==> src/hw/rtl/xrg_pkg.sv <==
// ----------------------------------------------------------------------------
// xrg_pkg
// Types and constants of the xorshift64 random generator.
// ----------------------------------------------------------------------------
`timescale 1ns / 1ps

package xrg_pkg;

	localparam int WORD_W        = 64;
	localparam int RANGE_W       = 32;
	localparam int SPAN_W        = RANGE_W + 1;
	localparam int FRACTION_BITS = 24;
	localparam int DIV_CNT_W     = $clog2(WORD_W);

	localparam int SHIFT_A = 13;
	localparam int SHIFT_B = 7;
	localparam int SHIFT_C = 17;

	typedef logic [WORD_W-1:0]           word_t;
	typedef logic [SPAN_W-1:0]           span_t;
	typedef logic signed [RANGE_W-1:0]   range_t;
	typedef logic [FRACTION_BITS-1:0]    frac_t;
	typedef logic [1:0]                  op_t;
	typedef logic [DIV_CNT_W-1:0]        div_cnt_t;

	localparam word_t    SEED_RESET = 64'd88172645463325292;
	localparam div_cnt_t DIV_LAST   = DIV_CNT_W'(WORD_W - 1);

	// Request selector codes
	localparam op_t OP_RAW     = 2'd0;
	localparam op_t OP_FRAC    = 2'd1;
	localparam op_t OP_RANGE   = 2'd2;
	localparam op_t OP_RAW_ALT = 2'd3;

	// One xorshift64 step
	function automatic word_t xrg_advance(input word_t x);
		word_t a;
		word_t b;
		a = x ^ (x << SHIFT_A);
		b = a ^ (a >> SHIFT_B);
		return b ^ (b << SHIFT_C);
	endfunction

endpackage

==> src/hw/rtl/xrg_ifs.sv <==
// ----------------------------------------------------------------------------
// xrg interfaces
// Valid/ready channels for requests, results and the seed register.
// ----------------------------------------------------------------------------
`timescale 1ns / 1ps

interface xrg_req_if;
	import xrg_pkg::*;
	logic   valid;
	logic   ready;
	op_t    op;
	range_t range_min;
	range_t range_max;

	modport source (output valid, output op, output range_min, output range_max,
		input ready);
	modport sink (input valid, input op, input range_min, input range_max,
		output ready);
endinterface

interface xrg_rsp_if;
	import xrg_pkg::*;
	logic   valid;
	logic   ready;
	word_t  raw_word;
	frac_t  fraction;
	range_t range_value;
	logic   range_error;

	modport source (output valid, output raw_word, output fraction,
		output range_value, output range_error, input ready);
	modport sink (input valid, input raw_word, input fraction,
		input range_value, input range_error, output ready);
endinterface

interface xrg_cfg_if;
	import xrg_pkg::*;
	logic  valid;
	logic  ready;
	word_t seed_value;

	modport source (output valid, output seed_value, input ready);
	modport sink (input valid, input seed_value, output ready);
endinterface

==> src/hw/rtl/xrg_state.sv <==
// ----------------------------------------------------------------------------
// xrg_state
// Generator state register: reload from seed or advance one xorshift step.
// ----------------------------------------------------------------------------
`timescale 1ns / 1ps

module xrg_state (
	input  logic          clk,
	input  logic          arst_n,
	input  logic          load,
	input  xrg_pkg::word_t seed,
	input  logic          advance,
	output xrg_pkg::word_t state_q
);
	import xrg_pkg::*;

	always_ff @(posedge clk or negedge arst_n) begin
		if (!arst_n) begin
			state_q <= SEED_RESET;
		end else if (load) begin
			state_q <= seed;
		end else if (advance) begin
			state_q <= xrg_advance(state_q);
		end
	end

endmodule

==> src/hw/rtl/xrg_divider.sv <==
// ----------------------------------------------------------------------------
// xrg_divider
// Radix-2 restoring remainder unit: 64-bit dividend by 33-bit divisor.
// ----------------------------------------------------------------------------
`timescale 1ns / 1ps

module xrg_divider (
	input  logic           clk,
	input  logic           arst_n,
	input  logic           start,
	input  xrg_pkg::word_t dividend,
	input  xrg_pkg::span_t divisor,
	output logic           done_q,
	output xrg_pkg::span_t rem_q
);
	import xrg_pkg::*;

	logic                busy_q;
	div_cnt_t            cnt_q;
	word_t               dvd_q;
	span_t               dvs_q;
	logic [SPAN_W:0]     trial;
	logic [SPAN_W:0]     diff;
	span_t               rem_nxt;

	// Shift in the next dividend bit, subtract when it fits
	always_comb begin
		trial   = {rem_q, dvd_q[WORD_W-1]};
		diff    = trial - {1'b0, dvs_q};
		rem_nxt = (trial >= {1'b0, dvs_q}) ? diff[SPAN_W-1:0] : trial[SPAN_W-1:0];
	end

	always_ff @(posedge clk or negedge arst_n) begin
		if (!arst_n) begin
			busy_q <= 1'b0;
			done_q <= 1'b0;
			cnt_q  <= '0;
		end else begin
			done_q <= 1'b0;
			if (start) begin
				busy_q <= 1'b1;
				cnt_q  <= '0;
			end else if (busy_q) begin
				cnt_q <= cnt_q + 1'b1;
				if (cnt_q == DIV_LAST) begin
					busy_q <= 1'b0;
					done_q <= 1'b1;
				end
			end
		end
	end

	always_ff @(posedge clk) begin
		if (start) begin
			dvd_q <= dividend;
			dvs_q <= divisor;
			rem_q <= '0;
		end else if (busy_q) begin
			dvd_q <= {dvd_q[WORD_W-2:0], 1'b0};
			rem_q <= rem_nxt;
		end
	end

endmodule

==> src/hw/rtl/xorshift64_random_generator_core.sv <==
// ----------------------------------------------------------------------------
// xorshift64_random_generator_core
// xorshift64 generator returning a raw word, a fraction or a ranged integer.
// ----------------------------------------------------------------------------
//   channel  dir  carries
//   req      in   op, range_min, range_max
//   rsp      out  raw_word, fraction, range_value, range_error
//   cfg      in   seed_value (reloads the generator state)
//
// A range request with max >= min runs through the 64-iteration radix-2
// remainder loop between the calc and emit states; other requests, reversed
// ranges included, go straight from calc to emit. Reset loads the seed reset value.
// A result waits in the output register until taken; req is ready again once
// the result is registered, so a stalled rsp holds back only the next result.
`timescale 1ns / 1ps

module xorshift64_random_generator_core (
	input  logic  clk,
	input  logic  arst_n,
	xrg_req_if.sink   req,
	xrg_rsp_if.source rsp,
	xrg_cfg_if.sink   cfg
);
	import xrg_pkg::*;

	typedef enum logic [1:0] {
		ST_IDLE,
		ST_CALC,
		ST_DIV,
		ST_EMIT
	} st_t;

	st_t    st_q;
	op_t    op_q;
	range_t min_q;
	range_t max_q;
	word_t  state_q;
	logic   req_xfer;
	logic   range_err;
	span_t  span;
	logic   div_start;
	logic   div_done;
	span_t  rem;
	logic   emit_ok;
	word_t  raw_nxt;
	frac_t  frac_nxt;
	range_t range_nxt;
	logic   err_nxt;

	assign req.ready = (st_q == ST_IDLE);
	assign cfg.ready = 1'b1;
	assign req_xfer  = req.valid && req.ready;

	xrg_state u_state (
		.clk     (clk),
		.arst_n  (arst_n),
		.load    (cfg.valid),
		.seed    (cfg.seed_value),
		.advance (req_xfer),
		.state_q (state_q)
	);

	// Span is exact in 33 bits once max >= min
	assign range_err = (max_q < min_q);
	assign span      = {max_q[RANGE_W-1], max_q} - {min_q[RANGE_W-1], min_q} + 1'b1;
	assign div_start = (st_q == ST_CALC) && (op_q == OP_RANGE) && !range_err;

	xrg_divider u_div (
		.clk      (clk),
		.arst_n   (arst_n),
		.start    (div_start),
		.dividend (state_q),
		.divisor  (span),
		.done_q   (div_done),
		.rem_q    (rem)
	);

	always_comb begin
		raw_nxt   = '0;
		frac_nxt  = '0;
		range_nxt = '0;
		err_nxt   = 1'b0;
		unique case (op_q) inside
			OP_RAW, OP_RAW_ALT: raw_nxt = state_q;
			OP_FRAC:            frac_nxt = state_q[FRACTION_BITS-1:0];
			OP_RANGE: begin
				err_nxt   = range_err;
				range_nxt = range_err ? min_q : range_t'(min_q + rem[RANGE_W-1:0]);
			end
		endcase
	end

	assign emit_ok = !rsp.valid || rsp.ready;

	always_ff @(posedge clk or negedge arst_n) begin
		if (!arst_n) begin
			st_q            <= ST_IDLE;
			op_q            <= OP_RAW;
			min_q           <= '0;
			max_q           <= '0;
			rsp.valid       <= 1'b0;
			rsp.raw_word    <= '0;
			rsp.fraction    <= '0;
			rsp.range_value <= '0;
			rsp.range_error <= 1'b0;
		end else begin
			// Drop a taken result; the emit state drives valid on its own
			if (rsp.ready && (st_q != ST_EMIT)) begin
				rsp.valid <= 1'b0;
			end
			unique case (st_q)
				ST_IDLE: begin
					if (req_xfer) begin
						op_q  <= req.op;
						min_q <= req.range_min;
						max_q <= req.range_max;
						st_q  <= ST_CALC;
					end
				end
				ST_CALC: begin
					st_q <= div_start ? ST_DIV : ST_EMIT;
				end
				ST_DIV: begin
					if (div_done) begin
						st_q <= ST_EMIT;
					end
				end
				ST_EMIT: begin
					// Hold until the output register is free
					if (emit_ok) begin
						rsp.valid       <= 1'b1;
						rsp.raw_word    <= raw_nxt;
						rsp.fraction    <= frac_nxt;
						rsp.range_value <= range_nxt;
						rsp.range_error <= err_nxt;
						st_q            <= ST_IDLE;
					end
				end
			endcase
		end
	end

endmodule

==> src/flat_wrapper.sv <==
// flat-port wrapper written by rule: the top's interface ports become plain ports
module xorshift64_random_generator_core_flat import xrg_pkg::*;
  (clk, arst_n, req_valid, req_op, req_range_min, req_range_max, req_ready, rsp_valid, rsp_raw_word, rsp_fraction, rsp_range_value, rsp_range_error, rsp_ready, cfg_valid, cfg_seed_value, cfg_ready);
  xrg_req_if req_i ();
  xrg_rsp_if rsp_i ();
  xrg_cfg_if cfg_i ();
  input  logic clk;
  input  logic arst_n;
  input wire logic [$bits(req_i.valid)-1:0] req_valid;
  input wire logic [$bits(req_i.op)-1:0] req_op;
  input wire logic [$bits(req_i.range_min)-1:0] req_range_min;
  input wire logic [$bits(req_i.range_max)-1:0] req_range_max;
  output wire logic [$bits(req_i.ready)-1:0] req_ready;
  output wire logic [$bits(rsp_i.valid)-1:0] rsp_valid;
  output wire logic [$bits(rsp_i.raw_word)-1:0] rsp_raw_word;
  output wire logic [$bits(rsp_i.fraction)-1:0] rsp_fraction;
  output wire logic [$bits(rsp_i.range_value)-1:0] rsp_range_value;
  output wire logic [$bits(rsp_i.range_error)-1:0] rsp_range_error;
  input wire logic [$bits(rsp_i.ready)-1:0] rsp_ready;
  input wire logic [$bits(cfg_i.valid)-1:0] cfg_valid;
  input wire logic [$bits(cfg_i.seed_value)-1:0] cfg_seed_value;
  output wire logic [$bits(cfg_i.ready)-1:0] cfg_ready;
  assign req_i.valid = req_valid;
  assign req_i.op = req_op;
  assign req_i.range_min = req_range_min;
  assign req_i.range_max = req_range_max;
  assign req_ready = req_i.ready;
  assign rsp_valid = rsp_i.valid;
  assign rsp_raw_word = rsp_i.raw_word;
  assign rsp_fraction = rsp_i.fraction;
  assign rsp_range_value = rsp_i.range_value;
  assign rsp_range_error = rsp_i.range_error;
  assign rsp_i.ready = rsp_ready;
  assign cfg_i.valid = cfg_valid;
  assign cfg_i.seed_value = cfg_seed_value;
  assign cfg_ready = cfg_i.ready;
  xorshift64_random_generator_core u_core (.clk(clk), .arst_n(arst_n), .req(req_i), .rsp(rsp_i), .cfg(cfg_i));
endmodule
==> config.mk <==
export PLATFORM = sky130hd
export DESIGN_NAME = xorshift64_random_generator_core_flat
export DESIGN_NICKNAME = d
export VERILOG_FILES = /design/src/hw/rtl/xrg_pkg.sv /design/src/hw/rtl/xrg_ifs.sv /design/src/hw/rtl/xrg_state.sv /design/src/hw/rtl/xrg_divider.sv /design/src/hw/rtl/xorshift64_random_generator_core.sv /design/src/flat_wrapper.sv
export SDC_FILE = /design/constraint.sdc
export NUM_CORES = 1
export LEC_CHECK = 0
export BUFFER_PORTS_ARGS = -buffer_cell sky130_fd_sc_hd__buf_2
export CAP_MARGIN = 5
export CORE_MARGIN = 4
export CORE_UTILIZATION = 40
export CTS_CLUSTER_SIZE = 40
export DETAILED_ROUTE_END_ITERATION = 12
export GPL_TIMING_DRIVEN = 0
export PLACE_DENSITY = 0.68
export SETUP_SLACK_MARGIN = 0.1
export SLEW_MARGIN = 20
export SYNTH_ARGS = -nofsm -noshare
export SYNTH_HDL_FRONTEND = slang
export SYNTH_SLANG_ARGS = --single-unit
export TNS_END_PERCENT = 30
==> constraint.sdc <==
create_clock -name clk -period 4.9 [get_ports clk]
set_clock_uncertainty 0.15 [all_clocks]
set_input_delay 1.225 -clock clk [delete_from_list [all_inputs] [get_ports clk]]
set_output_delay 1.225 -clock clk [all_outputs]
set_load 0.01 [all_outputs]
==> impl_summary.md <==
Placement
The placed wire-length estimate after detailed placement is about 59 mm. The congestion estimate from routability-driven global placement came to 0.930. The number of placed instances, taps included, is approximately 3.7k. The cell area after placement is 26100 um2. The count of buffers added on input and output ports is around 260.

CTS
The source-to-sink clock delay at the later pin of the worst-skew pair is 0.59 ns. Clock-pin slew was measured on the worst setup and hold paths at around 0.060 ns. TritonCTS built the clock tree. For this design, the sink count on the clock tree is 392. In this run the clock root is driven by a sky130_fd_sc_hd__clkbuf_16.

The longest clock path from root to sink contains 3 buffers. After clock tree synthesis, the flow added hold-fix buffers numbering 0. The number of buffers created by CTS is 45. The total number of H-tree levels is 2.

Outcome
The run finished with clean final reports.

Final layout
The library cell used most frequently in the layout, excluding fill and tap cells, is sky130_fd_sc_hd__nand2_1. Leaving out fill and tap cells, the most frequent cells in the layout are 643 x sky130_fd_sc_hd__nand2_1, 268 x sky130_fd_sc_hd__buf_2, 231 x sky130_fd_sc_hd__dfrtp_1. Relative to the synthesized area, the layout overhead comes to 16.6%. The finished cells cover 27700 um2. Once layout is complete, the cells apart from fillers number 3778.

The fraction of final layout cells sized beyond drive strength 1 is approximately 15%. After the last flow step, the layout net total stands at ~3.3k.

Drt
The met1 wire length is 34.3 mm. The count of vias placed by the detailed router is slightly above 20k. Wire segments on met3 add up to roughly 7.0 mm in the final route. The iteration count of the initial detailed-routing pass is 5. The wire length on met2 is roughly 34 mm. The post-route DRC violation count is 0. In this run the remaining antenna-violating nets after routing total 0. The detailed-route vias per instance is 5.38.

Routed signal wires occupy layers up through met5. The routed wire length is 77.8 mm. Dividing the detail-routed wire length by the instance count gives ~20 um. The first routing iteration left 1997 violations.

STA
Setup repair after global routing left no endpoint under its margin. The number of hold-slack violations in the final timing report is 0. The remaining max-slew budget at the tightest pin is a little under 30%.

Setup violations remaining at the end of the flow were counted as 0. The clock period could shrink to between 4 and 5 ns. For this run, the top clock speed supported by timing is between 0.2 and 0.25 GHz. The final cycle utilization of the critical path is about 94%. The max-slew violation count is 0. The pin slew with the least headroom to its limit is between 1 and 1.5 ns.

Yosys
Of the synthesized area, sequential elements account for a little over two fifths. After synthesis the netlist holds a flip-flop and latch count of 392. The cell count after synthesis came out at approximately 2.7k. Among all flip-flop cells after synthesis, the most frequent one is sky130_fd_sc_hd__dfrtp_1. The number of synthesized flops with an enable pin is 97. Of all cell types, the one taking the most synthesized area is sky130_fd_sc_hd__dfrtp_1. By area the synthesized netlist is led by sky130_fd_sc_hd__dfrtp_1 24%, sky130_fd_sc_hd__edfxtp_1 12%, sky130_fd_sc_hd__nand2_1 10%, sky130_fd_sc_hd__xnor2_1 8.3%, sky130_fd_sc_hd__ha_1 7.2%. The async set-or-reset flop fraction in the synthesized netlist is ~67%. The net count after synthesis is about 3k.

The synthesized design devotes to its leading area cell type about a quarter of total area. Averaged over all synthesized cells, the footprint is approximately 9 um2. The number of different library cells used by synthesis comes to about 80. The post-synthesis instance area is around 24000 um2.

The count of warnings emitted by yosys is 0.

Floorplan
The initial core utilization is about two fifths. Measured along the y axis, the die boundary spans between 200 and 300 um. The core region is roughly 59000 um2. The full die area is ~63000 um2.

In this run the count of I/O pins placed on the die edge is between 200 and 300. The die width is 252 um. The floorplan has 89 rows.

Global route
Across every metal layer, demand over resource in global routing totals between 20% and 30%. The number of antenna violations at the first check in global routing was 11. Entering global routing, the biggest net connects about 100 pins.

The first global-routing pass estimated 117 mm of wire. The via count of the first global-routing pass is about 20k. The total global routing overflow is 0.

Worst setup path
By instance count, the cell type seen most on the critical path is sky130_fd_sc_hd__a21oi_1. The highest-delay cell along the critical path is sky130_fd_sc_hd__nor4_1. The arrival time at the worst endpoint is ~5.0 ns. The data required time of the critical path is between 5 and 6 ns. The peak per-stage delay on the critical path is around 0.66 ns. The classification of the worst setup path is flip-flop to flip-flop.

The worst setup path is launched from a flip-flop. Walking the worst path, the cells encountered are inv_1 -> ha_1 -> nand4_1 -> nor4_1 -> nand3_1 -> nor2_1 -> a21oi_1 -> xnor2_2 -> nand3b_1 -> buf_2 -> clkbuf_1 -> o21ai_0 -> a21oi_1. The type of element capturing the critical path is a flip-flop. Along the worst path, the maximum fanout reaches 10.

Flow run
The count of max-cap constraint violations is 0.

Min path
The tightest min-delay check is of the flip-flop to flip-flop type.
==> cells in the mapped netlist (7+ instances only) <==
master                     number
sky130_fd_sc_hd__a22o_1        10
sky130_fd_sc_hd__dfstp_2       31
sky130_fd_sc_hd__o211ai_1       7
sky130_fd_sc_hd__nand4_1       18
sky130_fd_sc_hd__o21a_1        13
sky130_fd_sc_hd__dfxtp_1       33
sky130_fd_sc_hd__o21bai_1      16
sky130_fd_sc_hd__nor2_1       118
sky130_fd_sc_hd__o31ai_1       14
sky130_fd_sc_hd__o21ai_0      167
sky130_fd_sc_hd__inv_1        109
sky130_fd_sc_hd__nand2_1      643
sky130_fd_sc_hd__buf_1         14
sky130_fd_sc_hd__mux2i_1       17
sky130_fd_sc_hd__dfrtp_1      231
sky130_fd_sc_hd__edfxtp_1      97
sky130_fd_sc_hd__xor2_1        89
sky130_fd_sc_hd__ha_1         136
sky130_fd_sc_hd__buf_2         14
sky130_fd_sc_hd__clkbuf_1     129
sky130_fd_sc_hd__nor3_1        18
sky130_fd_sc_hd__a211oi_1      13
sky130_fd_sc_hd__nand3_1      107
sky130_fd_sc_hd__a21oi_1      140
sky130_fd_sc_hd__fa_1          18
sky130_fd_sc_hd__nand2b_1      18
sky130_fd_sc_hd__a31oi_1        9
sky130_fd_sc_hd__nor2b_1       12
sky130_fd_sc_hd__xnor2_1      226
sky130_fd_sc_hd__mux2_2        38
sky130_fd_sc_hd__a21o_1        40
==> per-stage QoR <==
stage | TNS, ns | hold slack [ns] | util, % | setup WS [ns]
after floorplan | 0 | 0.302 | - | 0.574
after global placement | -695.39 | 0.298 | 44.2 | -2.62
after detailed placement | -0.977 | 0.301 | 44.3 | -0.0336
after CTS | 0 | 0.314 | 47.0 | 0.265
after global routing | 0 | 0.329 | 47.0 | 0.106
final | 0 | 0.314 | 47.0 | 0.280
==> routing by layer <==
metal  vias to the layer above  track usage, %
met2                       806            36.2
met3                       122            5.68
met4                         4            7.66
li1                       9554               -
met5                         -               0
met1                      9840            33.6
==> worst max-delay path: cells and delay by family, from the launching register on <==
family | cells | cell delay, ns
buf+inv | 3 | 1.01
flops | 1 | 0.44
compound gates | 3 | 0.50
simple gates | 5 | 1.54
xor+xnor | 1 | 0.54
fa+ha+maj | 1 | 0.36
==> worst paths after layout <==
path,start,endpoint,slack [ns],depth (start not counted)
worst max register to register,u_core.min_q[24],u_core.u_div.rem_q[18],0.28,13
worst min register to register,u_core.rsp.raw_word[43],u_core.rsp.raw_word[43],0.31,2
worst max-delay path,u_core.min_q[24],u_core.u_div.rem_q[18],0.28,13
max in group asynchronous,arst_n,u_core.u_state.state_q[11],3.12,2
worst min-delay path,u_core.rsp.raw_word[43],u_core.rsp.raw_word[43],0.31,2
min in group asynchronous,arst_n,u_core.max_q[8],0.49,1
==> logic make-up (layout without fill, tap and decap cells) <==
group | after synthesis | count (layout) | synth area share, %
and+or+nand+nor | 976 | 976 | 17.2
AOI/OAI and AO/OA | 490 | 490 | 12.6
DFF | 392 | 392 | 42.8
xor gates and xnor gates | 316 | 316 | 11.7
buffers and inverters | 272 | 615 | 4.48
adders and majority gates | 154 | 154 | 8.68
muxes | 55 | 55 | 2.52
other | 1 | 7 | 0.0158
==> layout make-up <==
class,count,area [um2]
Inverter,110,413
Tap cell,773,967
Buffer,162,659
Sequential cell,392,10200
Clock inverter,20,209
Fill cell,5603,31200
Multi-Input combinational cell,1992,12500
Clock buffer,64,1380
Antenna cell,6,15.0
Timing Repair Buffer,259,1370
==> state kept, by name (all words and copies together), names as in the netlist <==
register	cells
u_core.u_div.done_q	1
u_core.rsp.range_error	1
u_core.u_div.busy_q	1
u_core.u_div.rem_q	33
u_core.min_q	32
u_core.rsp.raw_word	64
u_core.op_q	2
u_core.u_div.cnt_q	6
u_core.u_state.state_q	64
u_core.rsp.fraction	24
u_core.max_q	32
u_core.rsp.range_value	32
u_core.st_q	2
u_core.u_div.dvd_q	64
u_core.u_div.dvs_q	33
u_core.rsp.valid	1
==> what timing repair did <==
item	CTS	global route
setup buffers	0	0
resized for setup	1	2
setup endpoints to repair	42	43
Power is not shown: default switching activity piles up to over one toggle a cycle in this logic, so the estimate is an artifact.
